==> src/hdl/mxbfq_pkg.sv <==
// Shared types and constants for the MX block fake-quantizer.
// Used by the controller, the datapath and the top level; no dependencies.
package mxbfq_pkg;

	// element formats
	localparam logic [1:0] FMT_FP16 = 2'd0;
	localparam logic [1:0] FMT_BF16 = 2'd1;
	localparam logic [1:0] FMT_FP32 = 2'd2;

	// configuration register indexes
	localparam logic [1:0] REG_FORMAT    = 2'd0;
	localparam logic [1:0] REG_EXP_MAX   = 2'd1;
	localparam logic [1:0] REG_MAX_NORM  = 2'd2;
	localparam logic [1:0] REG_MANT_BITS = 2'd3;

	// register reset values
	localparam logic [1:0]        RST_FORMAT    = FMT_FP32;
	localparam logic signed [7:0] RST_EXP_MAX   = 8'sd2;
	localparam logic [31:0]       RST_MAX_NORM  = 32'h40C0_0000;
	localparam logic [4:0]        RST_MANT_BITS = 5'd1;

	// quiet NaN produced by infinity times zero
	localparam logic [31:0] QNAN_DEFAULT = 32'hFFC0_0000;

	typedef struct packed {
		logic load;
		logic calc_se;
		logic issue;
		logic issue_last;
	} dp_cmd_t;

	typedef struct packed {
		logic pipe_busy;
	} dp_sts_t;

endpackage

==> src/hdl/mxbfq_ctrl.sv <==
// Controller for the MX block fake-quantizer: load, exponent, emit and drain phases.
// Depends on mxbfq_pkg for the command and status structs.
module mxbfq_ctrl import mxbfq_pkg::*; #(
	parameter int BLOCK_SIZE = 64,
	localparam int IDX_W = $clog2(BLOCK_SIZE)
) (
	input  logic             clk,
	input  logic             arst_n,
	input  logic             start,
	input  dp_sts_t          sts,
	output logic             busy,
	output dp_cmd_t          cmd,
	output logic [IDX_W-1:0] wr_idx,
	output logic [IDX_W-1:0] rd_idx
);

	localparam logic [1:0] ST_LOAD  = 2'd0;
	localparam logic [1:0] ST_SEXP  = 2'd1;
	localparam logic [1:0] ST_EMIT  = 2'd2;
	localparam logic [1:0] ST_DRAIN = 2'd3;

	localparam logic [IDX_W-1:0] LAST_IDX = IDX_W'(BLOCK_SIZE - 1);

	logic [1:0]       state_q;
	logic [IDX_W-1:0] fill_q;
	logic [IDX_W-1:0] rd_q;

	always_comb begin
		busy           = (state_q != ST_LOAD);
		cmd.load       = start && (state_q == ST_LOAD);
		cmd.calc_se    = (state_q == ST_SEXP);
		cmd.issue      = (state_q == ST_EMIT);
		cmd.issue_last = (state_q == ST_EMIT) && (rd_q == LAST_IDX);
		wr_idx         = fill_q;
		rd_idx         = rd_q;
	end

	always_ff @(posedge clk or negedge arst_n) begin
		if (!arst_n) begin
			state_q <= ST_LOAD;
			fill_q  <= '0;
			rd_q    <= '0;
		end else begin
			unique case (state_q)
				ST_LOAD: begin
					if (cmd.load) begin
						if (fill_q == LAST_IDX) begin
							fill_q  <= '0;
							state_q <= ST_SEXP;
						end else begin
							fill_q <= fill_q + 1'b1;
						end
					end
				end
				ST_SEXP: begin
					state_q <= ST_EMIT;
				end
				ST_EMIT: begin
					if (cmd.issue_last) begin
						rd_q    <= '0;
						state_q <= ST_DRAIN;
					end else begin
						rd_q <= rd_q + 1'b1;
					end
				end
				ST_DRAIN: begin
					// hold until the last request has left the pipeline
					if (!sts.pipe_busy) begin
						state_q <= ST_LOAD;
					end
				end
			endcase
		end
	end

	a_sexp_to_emit: assert property (@(posedge clk) disable iff (!arst_n)
		(state_q == ST_SEXP) |=> (state_q == ST_EMIT))
		else $error("exponent phase not followed by emission");

	a_last_to_drain: assert property (@(posedge clk) disable iff (!arst_n)
		cmd.issue_last |=> (state_q == ST_DRAIN))
		else $error("emission continued past the last request");

	a_full_to_sexp: assert property (@(posedge clk) disable iff (!arst_n)
		(cmd.load && (fill_q == LAST_IDX)) |=> cmd.calc_se)
		else $error("full block did not start exponent phase");

endmodule

==> src/hdl/mxbfq_dp.sv <==
// Datapath for the MX block fake-quantizer: config registers, element store,
// block maximum, shared exponent and the emission pipeline. Depends on mxbfq_pkg.
module mxbfq_dp import mxbfq_pkg::*; #(
	parameter int BLOCK_SIZE = 64,
	localparam int IDX_W = $clog2(BLOCK_SIZE)
) (
	input  logic                clk,
	input  logic                arst_n,
	input  dp_cmd_t             cmd,
	input  logic [IDX_W-1:0]    wr_idx,
	input  logic [IDX_W-1:0]    rd_idx,
	input  logic [31:0]         elem_bits,
	input  logic                cfg_valid,
	input  logic [1:0]          cfg_index,
	input  logic [31:0]         cfg_data,
	output dp_sts_t             sts,
	output logic                result_valid,
	output logic [31:0]         quant_bits,
	output logic signed [7:0]   shared_exponent,
	output logic                last_of_block
);

	localparam int NST = 9;

	typedef struct packed {
		logic               sign;
		logic               zero;
		logic               inf;
		logic               nan;
		logic [23:0]        sig;
		logic signed [9:0]  ex;
	} norm_t;

	function automatic logic [24:0] rnd_shr(input logic [23:0] sig, input logic [4:0] sh);
		logic [24:0] s25;
		logic [24:0] mask;
		logic [24:0] rem;
		logic [24:0] half;
		logic [24:0] q;
		s25  = {1'b0, sig};
		mask = (25'd1 << sh) - 25'd1;
		rem  = s25 & mask;
		half = 25'd1 << (sh - 5'd1);
		q    = s25 >> sh;
		if (rem > half || (rem == half && q[0])) begin
			q = q + 25'd1;
		end
		return q;
	endfunction

	function automatic logic [31:0] h2s(input logic [15:0] h);
		logic [4:0]  ex;
		logic [9:0]  man;
		logic [3:0]  p;
		logic [9:0]  man_n;
		logic [31:0] w;
		ex  = h[14:10];
		man = h[9:0];
		p   = 4'd0;
		for (int i = 0; i < 10; i++) begin
			if (man[i]) p = 4'(i);
		end
		man_n = man << (4'd10 - p);
		if (ex == 5'd0) begin
			if (man == 10'd0) w = {h[15], 31'd0};
			else              w = {h[15], 8'd103 + {4'd0, p}, man_n, 13'd0};
		end else if (ex == 5'h1F) begin
			w = {h[15], 8'hFF, man, 13'd0};
		end else begin
			w = {h[15], {3'd0, ex} + 8'd112, man, 13'd0};
		end
		return w;
	endfunction

	function automatic logic [31:0] widen(input logic [31:0] raw, input logic [1:0] fmt);
		logic [31:0] w;
		priority case (fmt)
			FMT_FP32: w = raw;
			FMT_BF16: w = {raw[15:0], 16'd0};
			default:  w = h2s(raw[15:0]);
		endcase
		return w;
	endfunction

	function automatic logic signed [7:0] se_of(input logic [30:0] m,
			input logic signed [7:0] emax);
		logic [7:0]        ex;
		logic [22:0]       frac;
		logic signed [9:0] lg;
		logic signed [9:0] s;
		ex   = m[30:23];
		frac = m[22:0];
		if (ex == 8'd0)       lg = -10'sd126;
		else if (ex == 8'hFF) lg = 10'sd129;
		else lg = $signed({2'b00, ex}) - 10'sd127 + ((frac > 23'h60_0000) ? 10'sd1 : 10'sd0);
		s = lg - $signed({{2{emax[7]}}, emax});
		if (s > 10'sd127)  s = 10'sd127;
		if (s < -10'sd127) s = -10'sd127;
		if (m == 31'd0 || (ex == 8'hFF && frac != 23'd0)) s = 10'sd0;
		return s[7:0];
	endfunction

	function automatic norm_t fp_norm(input logic [31:0] u);
		norm_t      n;
		logic [4:0] p;
		p = 5'd0;
		for (int i = 0; i < 23; i++) begin
			if (u[i]) p = 5'(i);
		end
		n.sign = u[31];
		n.zero = (u[30:0] == 31'd0);
		n.inf  = (u[30:23] == 8'hFF) && (u[22:0] == 23'd0);
		n.nan  = (u[30:23] == 8'hFF) && (u[22:0] != 23'd0);
		if (u[30:23] != 8'd0) begin
			n.sig = {1'b1, u[22:0]};
			n.ex  = $signed({2'b00, u[30:23]});
		end else begin
			// subnormal: bring the leading one up to the hidden position
			n.sig = {1'b0, u[22:0]} << (5'd23 - p);
			n.ex  = $signed({5'd0, p}) - 10'sd22;
		end
		return n;
	endfunction

	// multiply by 2^k, or by a zero of the same sign when zs is set, rounding to nearest even
	function automatic logic [31:0] fp_scale(input norm_t n, input logic signed [8:0] k,
			input logic zs);
		logic signed [10:0] nexp;
		logic [4:0]         sh;
		logic [24:0]        q;
		logic [31:0]        r;
		nexp = $signed({n.ex[9], n.ex}) + $signed({{2{k[8]}}, k});
		sh   = (nexp < -11'sd23) ? 5'd25 : 5'(11'sd1 - nexp);
		q    = rnd_shr(n.sig, sh);
		if (n.nan)                  r = {n.sign, 8'hFF, 1'b1, n.sig[21:0]};
		else if (zs)                r = n.inf ? QNAN_DEFAULT : {n.sign, 31'd0};
		else if (n.inf)             r = {n.sign, 8'hFF, 23'd0};
		else if (n.zero)            r = {n.sign, 31'd0};
		else if (nexp >= 11'sd255)  r = {n.sign, 8'hFF, 23'd0};
		else if (nexp >= 11'sd1)    r = {n.sign, nexp[7:0], n.sig[22:0]};
		else                        r = {n.sign, 6'd0, q};
		return r;
	endfunction

	// round to mb fraction bits relative to max(own power of two, 1)
	function automatic logic [31:0] fp_quant(input logic [31:0] u, input logic [4:0] mb);
		logic [7:0]        f;
		logic signed [9:0] shr;
		logic [4:0]        sh;
		logic [24:0]       s25;
		logic [24:0]       mask;
		logic [24:0]       rem;
		logic [24:0]       keep;
		logic [24:0]       half;
		logic [24:0]       rr;
		logic              inc;
		logic [31:0]       r;
		f    = u[30:23];
		shr  = ((f >= 8'd127) ? 10'sd23 : (10'sd150 - $signed({2'b00, f})))
			- $signed({5'd0, mb});
		sh   = shr[4:0];
		s25  = {2'b01, u[22:0]};
		mask = (25'd1 << sh) - 25'd1;
		rem  = s25 & mask;
		keep = s25 & ~mask;
		half = 25'd1 << (sh - 5'd1);
		inc  = (rem > half) || (rem == half && s25[sh]);
		rr   = keep + (inc ? (25'd1 << sh) : 25'd0);
		if (f == 8'd0)            r = 32'd0;
		else if (shr <= 10'sd0)   r = u;
		else if (shr >= 10'sd25)  r = 32'd0;
		else if (rr == 25'd0)     r = 32'd0;
		else if (rr[24])          r = {u[31], f + 8'd1, 23'd0};
		else                      r = {u[31], f, rr[22:0]};
		return r;
	endfunction

	function automatic logic fp_lt(input logic [31:0] a, input logic [31:0] b);
		logic [31:0] ka;
		logic [31:0] kb;
		logic        lt;
		ka = a[31] ? ~a : (a | 32'h8000_0000);
		kb = b[31] ? ~b : (b | 32'h8000_0000);
		lt = (ka < kb);
		if ((a[30:23] == 8'hFF && a[22:0] != 23'd0) || (b[30:23] == 8'hFF && b[22:0] != 23'd0))
			lt = 1'b0;
		if (a[30:0] == 31'd0 && b[30:0] == 31'd0)
			lt = 1'b0;
		return lt;
	endfunction

	function automatic logic [15:0] to_half(input logic [31:0] u);
		logic signed [9:0] e;
		logic [14:0]       q;
		logic [24:0]       qs;
		logic [15:0]       h;
		e  = $signed({2'b00, u[30:23]}) - 10'sd112;
		q  = {e[4:0], u[22:13]};
		qs = rnd_shr({1'b1, u[22:0]}, 5'(10'sd14 - e));
		if (u[12:0] > 13'h1000 || (u[12:0] == 13'h1000 && q[0])) q = q + 15'd1;
		if (u[30:23] == 8'hFF)
			h = {u[31], 5'h1F, (u[22:0] != 23'd0) ? {1'b1, u[21:13]} : 10'd0};
		else if (e >= 10'sd31)  h = {u[31], 15'h7C00};
		else if (e < -10'sd10)  h = {u[31], 15'd0};
		else if (e <= 10'sd0)   h = {u[31], qs[14:0]};
		else                    h = {u[31], q};
		return h;
	endfunction

	function automatic logic [15:0] to_bf(input logic [31:0] u);
		logic [31:0] sum;
		logic [15:0] b;
		sum = u + 32'h0000_7FFF + {31'd0, u[16]};
		if (u[30:0] > 31'h7F80_0000) b = u[31:16] | 16'h0040;
		else                          b = sum[31:16];
		return b;
	endfunction

	function automatic logic [31:0] narrow(input logic [31:0] r, input logic [1:0] fmt);
		logic [31:0] o;
		priority case (fmt)
			FMT_FP32: o = r;
			FMT_BF16: o = {16'd0, to_bf(r)};
			default:  o = {16'd0, to_half(r)};
		endcase
		return o;
	endfunction

	logic [1:0]        fmt_q;
	logic signed [7:0] emax_q;
	logic [31:0]       mn_q;
	logic [4:0]        mb_q;
	logic [30:0]       max_q;
	logic signed [7:0] se_q;
	logic [31:0]       elem_mem_q [BLOCK_SIZE];
	logic [NST-1:0]    vld_q;
	logic [NST-1:0]    lst_q;

	logic [31:0] w;
	logic [31:0] neg_mn;
	logic signed [8:0] k_inv;
	logic signed [8:0] k_fwd;
	logic zs;

	logic [31:0] x_s1;
	norm_t       n_s2;
	logic [31:0] xs_s3;
	logic [31:0] a_s4;
	logic [31:0] c_s5;
	logic [31:0] c_s6;
	norm_t       n_s7;
	logic [31:0] r_s8;
	logic [31:0] quant_q;

	always_comb begin
		w      = widen(elem_bits, fmt_q);
		neg_mn = {~mn_q[31], mn_q[30:0]};
		k_fwd  = $signed({se_q[7], se_q});
		k_inv  = -k_fwd;
		zs     = (se_q == -8'sd127);
	end

	always_ff @(posedge clk or negedge arst_n) begin
		if (!arst_n) begin
			fmt_q  <= RST_FORMAT;
			emax_q <= RST_EXP_MAX;
			mn_q   <= RST_MAX_NORM;
			mb_q   <= RST_MANT_BITS;
		end else if (cfg_valid) begin
			unique case (cfg_index)
				REG_FORMAT:    fmt_q  <= cfg_data[1:0];
				REG_EXP_MAX:   emax_q <= $signed(cfg_data[7:0]);
				REG_MAX_NORM:  mn_q   <= cfg_data;
				REG_MANT_BITS: mb_q   <= cfg_data[4:0];
			endcase
		end
	end

	always_ff @(posedge clk or negedge arst_n) begin
		if (!arst_n) begin
			max_q <= '0;
			se_q  <= '0;
			vld_q <= '0;
			lst_q <= '0;
		end else begin
			if (cmd.calc_se) begin
				se_q  <= se_of(max_q, emax_q);
				max_q <= '0;
			end else if (cmd.load && (w[30:0] > max_q)) begin
				max_q <= w[30:0];
			end
			vld_q <= {vld_q[NST-2:0], cmd.issue};
			lst_q <= {lst_q[NST-2:0], cmd.issue_last};
		end
	end

	always_ff @(posedge clk) begin
		if (cmd.load) begin
			elem_mem_q[wr_idx] <= w;
		end
		if (cmd.issue) begin
			x_s1 <= elem_mem_q[rd_idx];
		end
	end

	// emission pipeline: scale down, quantize, clamp, scale up, narrow
	always_ff @(posedge clk) begin
		n_s2    <= fp_norm(x_s1);
		xs_s3   <= fp_scale(n_s2, k_inv, zs);
		a_s4    <= fp_quant(xs_s3, mb_q);
		c_s5    <= fp_lt(mn_q, a_s4) ? mn_q : a_s4;
		c_s6    <= fp_lt(c_s5, neg_mn) ? neg_mn : c_s5;
		n_s7    <= fp_norm(c_s6);
		r_s8    <= fp_scale(n_s7, k_fwd, zs);
		quant_q <= narrow(r_s8, fmt_q);
	end

	assign sts.pipe_busy   = |vld_q;
	assign result_valid    = vld_q[NST-1];
	assign last_of_block   = lst_q[NST-1];
	assign quant_bits      = quant_q;
	assign shared_exponent = se_q;

	a_last_has_valid: assert property (@(posedge clk) disable iff (!arst_n)
		last_of_block |-> result_valid)
		else $error("last marker without a result");

	a_se_steady: assert property (@(posedge clk) disable iff (!arst_n)
		(result_valid && $past(result_valid)) |-> $stable(se_q))
		else $error("shared exponent changed within a block");

	a_se_idle_pipe: assert property (@(posedge clk) disable iff (!arst_n)
		cmd.calc_se |-> !(|vld_q))
		else $error("shared exponent updated while results in flight");

endmodule

==> src/hdl/mx_block_fake_quantizer.sv <==
// Top level of the MX block fake-quantizer (MXFP4-style shared-exponent quantization).
// Instantiates mxbfq_ctrl and mxbfq_dp; depends on mxbfq_pkg.
//
//  channel   handshake                 payload
//  --------  ------------------------  ---------------------------------------------
//  element   start & !busy             elem_bits
//  result    result_valid (1 cycle)    quant_bits, shared_exponent, last_of_block
//  config    cfg_valid & cfg_ready     cfg_index, cfg_data
//
// Elements load one per cycle while busy is low; the last element of a block raises busy.
// A block of BLOCK_SIZE elements is loaded, its shared exponent is computed, then BLOCK_SIZE
// results leave one per cycle, read through the single read port of the element store and
// the emission pipeline.
// busy stays high until the last result has left; the receiver cannot stall results.
// Reset restores the default registers and an empty block; the store itself is not cleared.
module mx_block_fake_quantizer import mxbfq_pkg::*; #(
	parameter int BLOCK_SIZE = 64
) (
	input  logic              clk,
	input  logic              arst_n,
	input  logic              start,
	output logic              busy,
	input  logic [31:0]       elem_bits,
	input  logic              cfg_valid,
	output logic              cfg_ready,
	input  logic [1:0]        cfg_index,
	input  logic [31:0]       cfg_data,
	output logic              result_valid,
	output logic [31:0]       quant_bits,
	output logic signed [7:0] shared_exponent,
	output logic              last_of_block
);

	localparam int IDX_W = $clog2(BLOCK_SIZE);

	dp_cmd_t          cmd;
	dp_sts_t          sts;
	logic [IDX_W-1:0] wr_idx;
	logic [IDX_W-1:0] rd_idx;

	assign cfg_ready = 1'b1;

	mxbfq_ctrl #(
		.BLOCK_SIZE(BLOCK_SIZE)
	) u_ctrl (
		.clk    (clk),
		.arst_n (arst_n),
		.start  (start),
		.sts    (sts),
		.busy   (busy),
		.cmd    (cmd),
		.wr_idx (wr_idx),
		.rd_idx (rd_idx)
	);

	mxbfq_dp #(
		.BLOCK_SIZE(BLOCK_SIZE)
	) u_dp (
		.clk             (clk),
		.arst_n          (arst_n),
		.cmd             (cmd),
		.wr_idx          (wr_idx),
		.rd_idx          (rd_idx),
		.elem_bits       (elem_bits),
		.cfg_valid       (cfg_valid),
		.cfg_index       (cfg_index),
		.cfg_data        (cfg_data),
		.sts             (sts),
		.result_valid    (result_valid),
		.quant_bits      (quant_bits),
		.shared_exponent (shared_exponent),
		.last_of_block   (last_of_block)
	);

endmodule

==> config.mk <==
export PLATFORM = sky130hd
export DESIGN_NAME = mx_block_fake_quantizer
export DESIGN_NICKNAME = d
export VERILOG_FILES = /design/src/hdl/mxbfq_pkg.sv /design/src/hdl/mxbfq_ctrl.sv /design/src/hdl/mxbfq_dp.sv /design/src/hdl/mx_block_fake_quantizer.sv
export SDC_FILE = /design/constraint.sdc
export NUM_CORES = 2
export LEC_CHECK = 0
export BUFFER_PORTS_ARGS = -buffer_cell sky130_fd_sc_hd__buf_2
export CAP_MARGIN = 10
export CORE_MARGIN = 2
export CORE_UTILIZATION = 35
export CTS_CLUSTER_DIAMETER = 150
export DETAILED_ROUTE_END_ITERATION = 10
export PLACE_DENSITY_LB_ADDON = 0.15
export SYNTH_ARGS = -nofsm -noshare
export SYNTH_HDL_FRONTEND = slang
export SYNTH_HIERARCHICAL = 1
export SYNTH_SLANG_ARGS = --single-unit
==> constraint.sdc <==
create_clock -name clk -period 16.3 [get_ports clk]
set_clock_uncertainty 0.05 [all_clocks]
set_input_delay 4.075 -clock clk [delete_from_list [all_inputs] [get_ports clk]]
set_output_delay 4.075 -clock clk [all_outputs]
set_load 0.1 [all_outputs]
==> flow_summary.json <==
{
  "rsz0062_at_grt": "false",
  "vdd_ir_drop_max_mv": 0.1383,
  "layout-drive-gt1-share": 0.2148,
  "cp.arrival_ps": 12610,
  "async_flop_share": 0.04789,
  "cp_slowest_stage_delay_ps": 660,
  "grt_pass1_vias": 71470,
  "p_comb_frac": 0.382,
  "yosysWarnings": 6,
  "sw_frac_of_total": 0.3843,
  "cts.sinks": 2464,
  "cp.required_ps": 16960,
  "synth_cell_types": 117,
  "routed-via-count": 70640,
  "clk_path_buf_depth": 4,
  "post_drt_wl_per_cell_um": 29.41,
  "end_kind": "flip-flop",
  "clkTransAtPathRegs_ps": 60,
  "cts_resized": 0,
  "crit_path_start_kind": "flip-flop",
  "port-buffer-count": 112,
  "clkPwrFrac": 0.269,
  "viasPerCell": 5.710,
  "drtIter0Drc": 7179,
  "globalplace.congestion": 0.9064,
  "synth.cell_area_um2": 114900,
  "path_class": "flip-flop to flip-flop",
  "ant_nets": 0,
  "p_sw_mw": 8.737,
  "fp.dieW_um": 577.0,
  "htree_levels": 5,
  "power_density_nw_per_um2": 174.3,
  "ys_top_cells_by_area": "edfxtp_1, mux4_2, dfxtp_1, ha_1, dfrtp_1",
  "fin_crit_sh": 0.7332,
  "hpwl_um": 219800,
  "cts_tree": "built",
  "fillers": 30020,
  "synth_cells": 7629,
  "post_cts_buffers": 0,
  "reg2reg_slack_ps": 4350,
  "tightestPinTransition_ps": 1155,
  "syn_nets": 8000,
  "power.internal_mw": 14.00,
  "nets": 8164,
  "cap_violations": 0,
  "fin_util": 0.3987,
  "dieArea_um2": 333000,
  "antenna_found_initial": 48,
  "start_util": 0.3513,
  "yosysMostFrequentCell": "edfxtp_1",
  "worstSkewPairLatency_ps": 890,
  "fmax_ghz": 0.08367,
  "hold_buffers": 0,
  "fin_hold_ws_ps": 272.4,
  "maxSlewHeadroom": 0.2099,
  "first_pass_iters": 6,
  "drt_wl_total_um": 363900,
  "yosys_register_bits": 2464,
  "p_leak_nw": 43.73,
  "status": "finished clean",
  "synth_top_area_share": 0.5435,
  "finalHoldViolCount": 0,
  "slowest_stage": "nor3b_1",
  "cts_made_buffers": 277,
  "grt_pass1_wl_um": 522200,
  "worst-path-max-fanout": 12,
  "drc_errors": 0,
  "grt_max_degree": 124,
  "seq_power_share": 0.349,
  "synth_edf_count": 2080,
  "setup_tns_ps": 0,
  "drv_slew": 0,
  "synth_top_cell_by_area": "edfxtp_1",
  "grt_usage": 0.2153,
  "setup_viol": 0,
  "avgSynthCellArea_um2": 15.06,
  "ys_seq_area_frac": 0.6156,
  "area_growth_pct": 13.50,
  "ys.flop_type": "edfxtp_1",
  "top_level_ports": 114,
  "hp-class": "flip-flop to flip-flop",
  "core.rowCount": 210,
  "die_h_um": 577.0,
  "overflow": 0,
  "clockRootBuffer": "clkbuf_16",
  "synth_commonest_cells": "edfxtp_1, mux4_2, nand2_1, nor2_1, clkbuf_1",
  "core-area_um2": 327100,
  "fin_crit_ps": 11950
}
==> placed cells by master (no fill, tap or decap), types with 94 or more instances in the layout <==
| cell | count |
|---|---|
| a21oi_1 | 271 |
| and2_1 | 96 |
| buf_2 | 111 |
| buf_4 | 188 |
| clkbuf_16 | 284 |
| dfrtp_1 | 105 |
| dfxtp_1 | 264 |
| edfxtp_1 | 2080 |
| ha_1 | 295 |
| inv_1 | 161 |
| mux2_2 | 139 |
| mux2i_1 | 143 |
| mux4_2 | 694 |
| nand2_1 | 511 |
| nand3_1 | 135 |
| nand4_1 | 94 |
| nor2_1 | 406 |
| nor3_1 | 126 |
| o21ai_0 | 246 |
| xnor2_1 | 148 |
| xor2_1 | 152 |
==> critical path, delay by kind of cell (launching register included) <==
family                     cells  cell delay, ps
and+or+nand+nor               20            5740
adders and majority gates      6            1590
xor gates and xnor gates       1             120
buffers and inverters          3             320
DFF                            1             370
AOI/OAI and AO/OA             15            3630
==> stage by stage <==
stage	power, mW	worst slack [ps]	instance area, um2	instances
6_report	22.74	4348	130400	12370
5_1_grt	23.97	3310	130400	12360
4_1_cts	22.81	4385	130400	12360
3_5_place_dp	16.63	4371	121600	11860
3_3_place_gp	16.60	4485	121600	11860
2_1_floorplan	13.87	5174	114900	7629
==> final timing paths <==
| kind | startpoint | to | cells past startpoint |
|---|---|---|---|
| max | u_dp/xs_s3[23]$_SDFF_PP1_ | u_dp/a_s4[25]$_SDFF_PN0_ | 45 |
| max in group asynchronous | arst_n | u_dp/max_q[18]$_DFFE_PN0P_ | 2 |
| min reg2reg | u_dp/lst_q[3]$_DFF_PN0_ | u_dp/lst_q[4]$_DFF_PN0_ | 0 |
| max reg2reg | u_dp/xs_s3[23]$_SDFF_PP1_ | u_dp/a_s4[25]$_SDFF_PN0_ | 45 |
| min | u_dp/lst_q[3]$_DFF_PN0_ | u_dp/lst_q[4]$_DFF_PN0_ | 0 |
| min in group asynchronous | arst_n | u_dp/mn_q[31]$_DFFE_PN0P_ | 1 |
==> registers in the layout, summed over array words and instances, names as in the netlist, 8 cells and up <==
register / cells
u_dp/elem_mem_q: 2048
u_dp/n_s7: 37
u_dp/emax_q: 8
u_dp/max_q: 31
u_dp/lst_q: 9
u_dp/vld_q: 9
u_dp/shared_exponent: 8
u_dp/a_s4: 32
u_dp/n_s2: 37
u_dp/mn_q: 32
u_dp/xs_s3: 32
u_dp/quant_bits: 32
u_dp/c_s5: 32
u_dp/r_s8: 32
u_dp/x_s1: 32
u_dp/c_s6: 32
==> power by group through the flow <==
stage          registers, mW  clock network, mW  logic (mW)
4_1_cts                 7.94               6.27        8.61
3_5_place_dp            8.07                  0        8.56
3_3_place_gp            8.07                  0        8.53
6_report                7.94               6.12        8.68
5_1_grt                 7.96               6.50        9.50
2_1_floorplan           7.89                  0        5.98
==> cell type report <==
class	instances	area, um2	share of cell area
Clock inverter	123	1269	0.009726
Clock buffer	372	7528	0.05772
Multi-Input combinational cell	4576	42630	0.3268
Timing Repair Buffer	308	2138	0.01639
Antenna cell	17	42.54	0.0003261
Tap cell	4346	5438	0.04169
Sequential cell	2464	70770	0.5426
Inverter	166	623.1	0.004777
==> cells by family after synthesis <==
kind of cell,share of synthesized area
compound gates,0.07021
xor+xnor,0.02349
fa+ha+maj,0.03318
flops,0.6156
simple gates,0.07553
mux,0.1622
other cells,0.00003263
buf+inv,0.01975
==> per-layer routing <==
layer / global-route usage / vias to the layer above / part of all wire
met5: 0 / - / 0.00019
met4: 0.05308 / 12 / 0.026
met3: 0.02847 / 507 / 0.059
met2: 0.3540 / 2356 / 0.48
met1: 0.3019 / 37280 / 0.44
li1: - / 30480 / -
(Power assumes the default switching activity.)
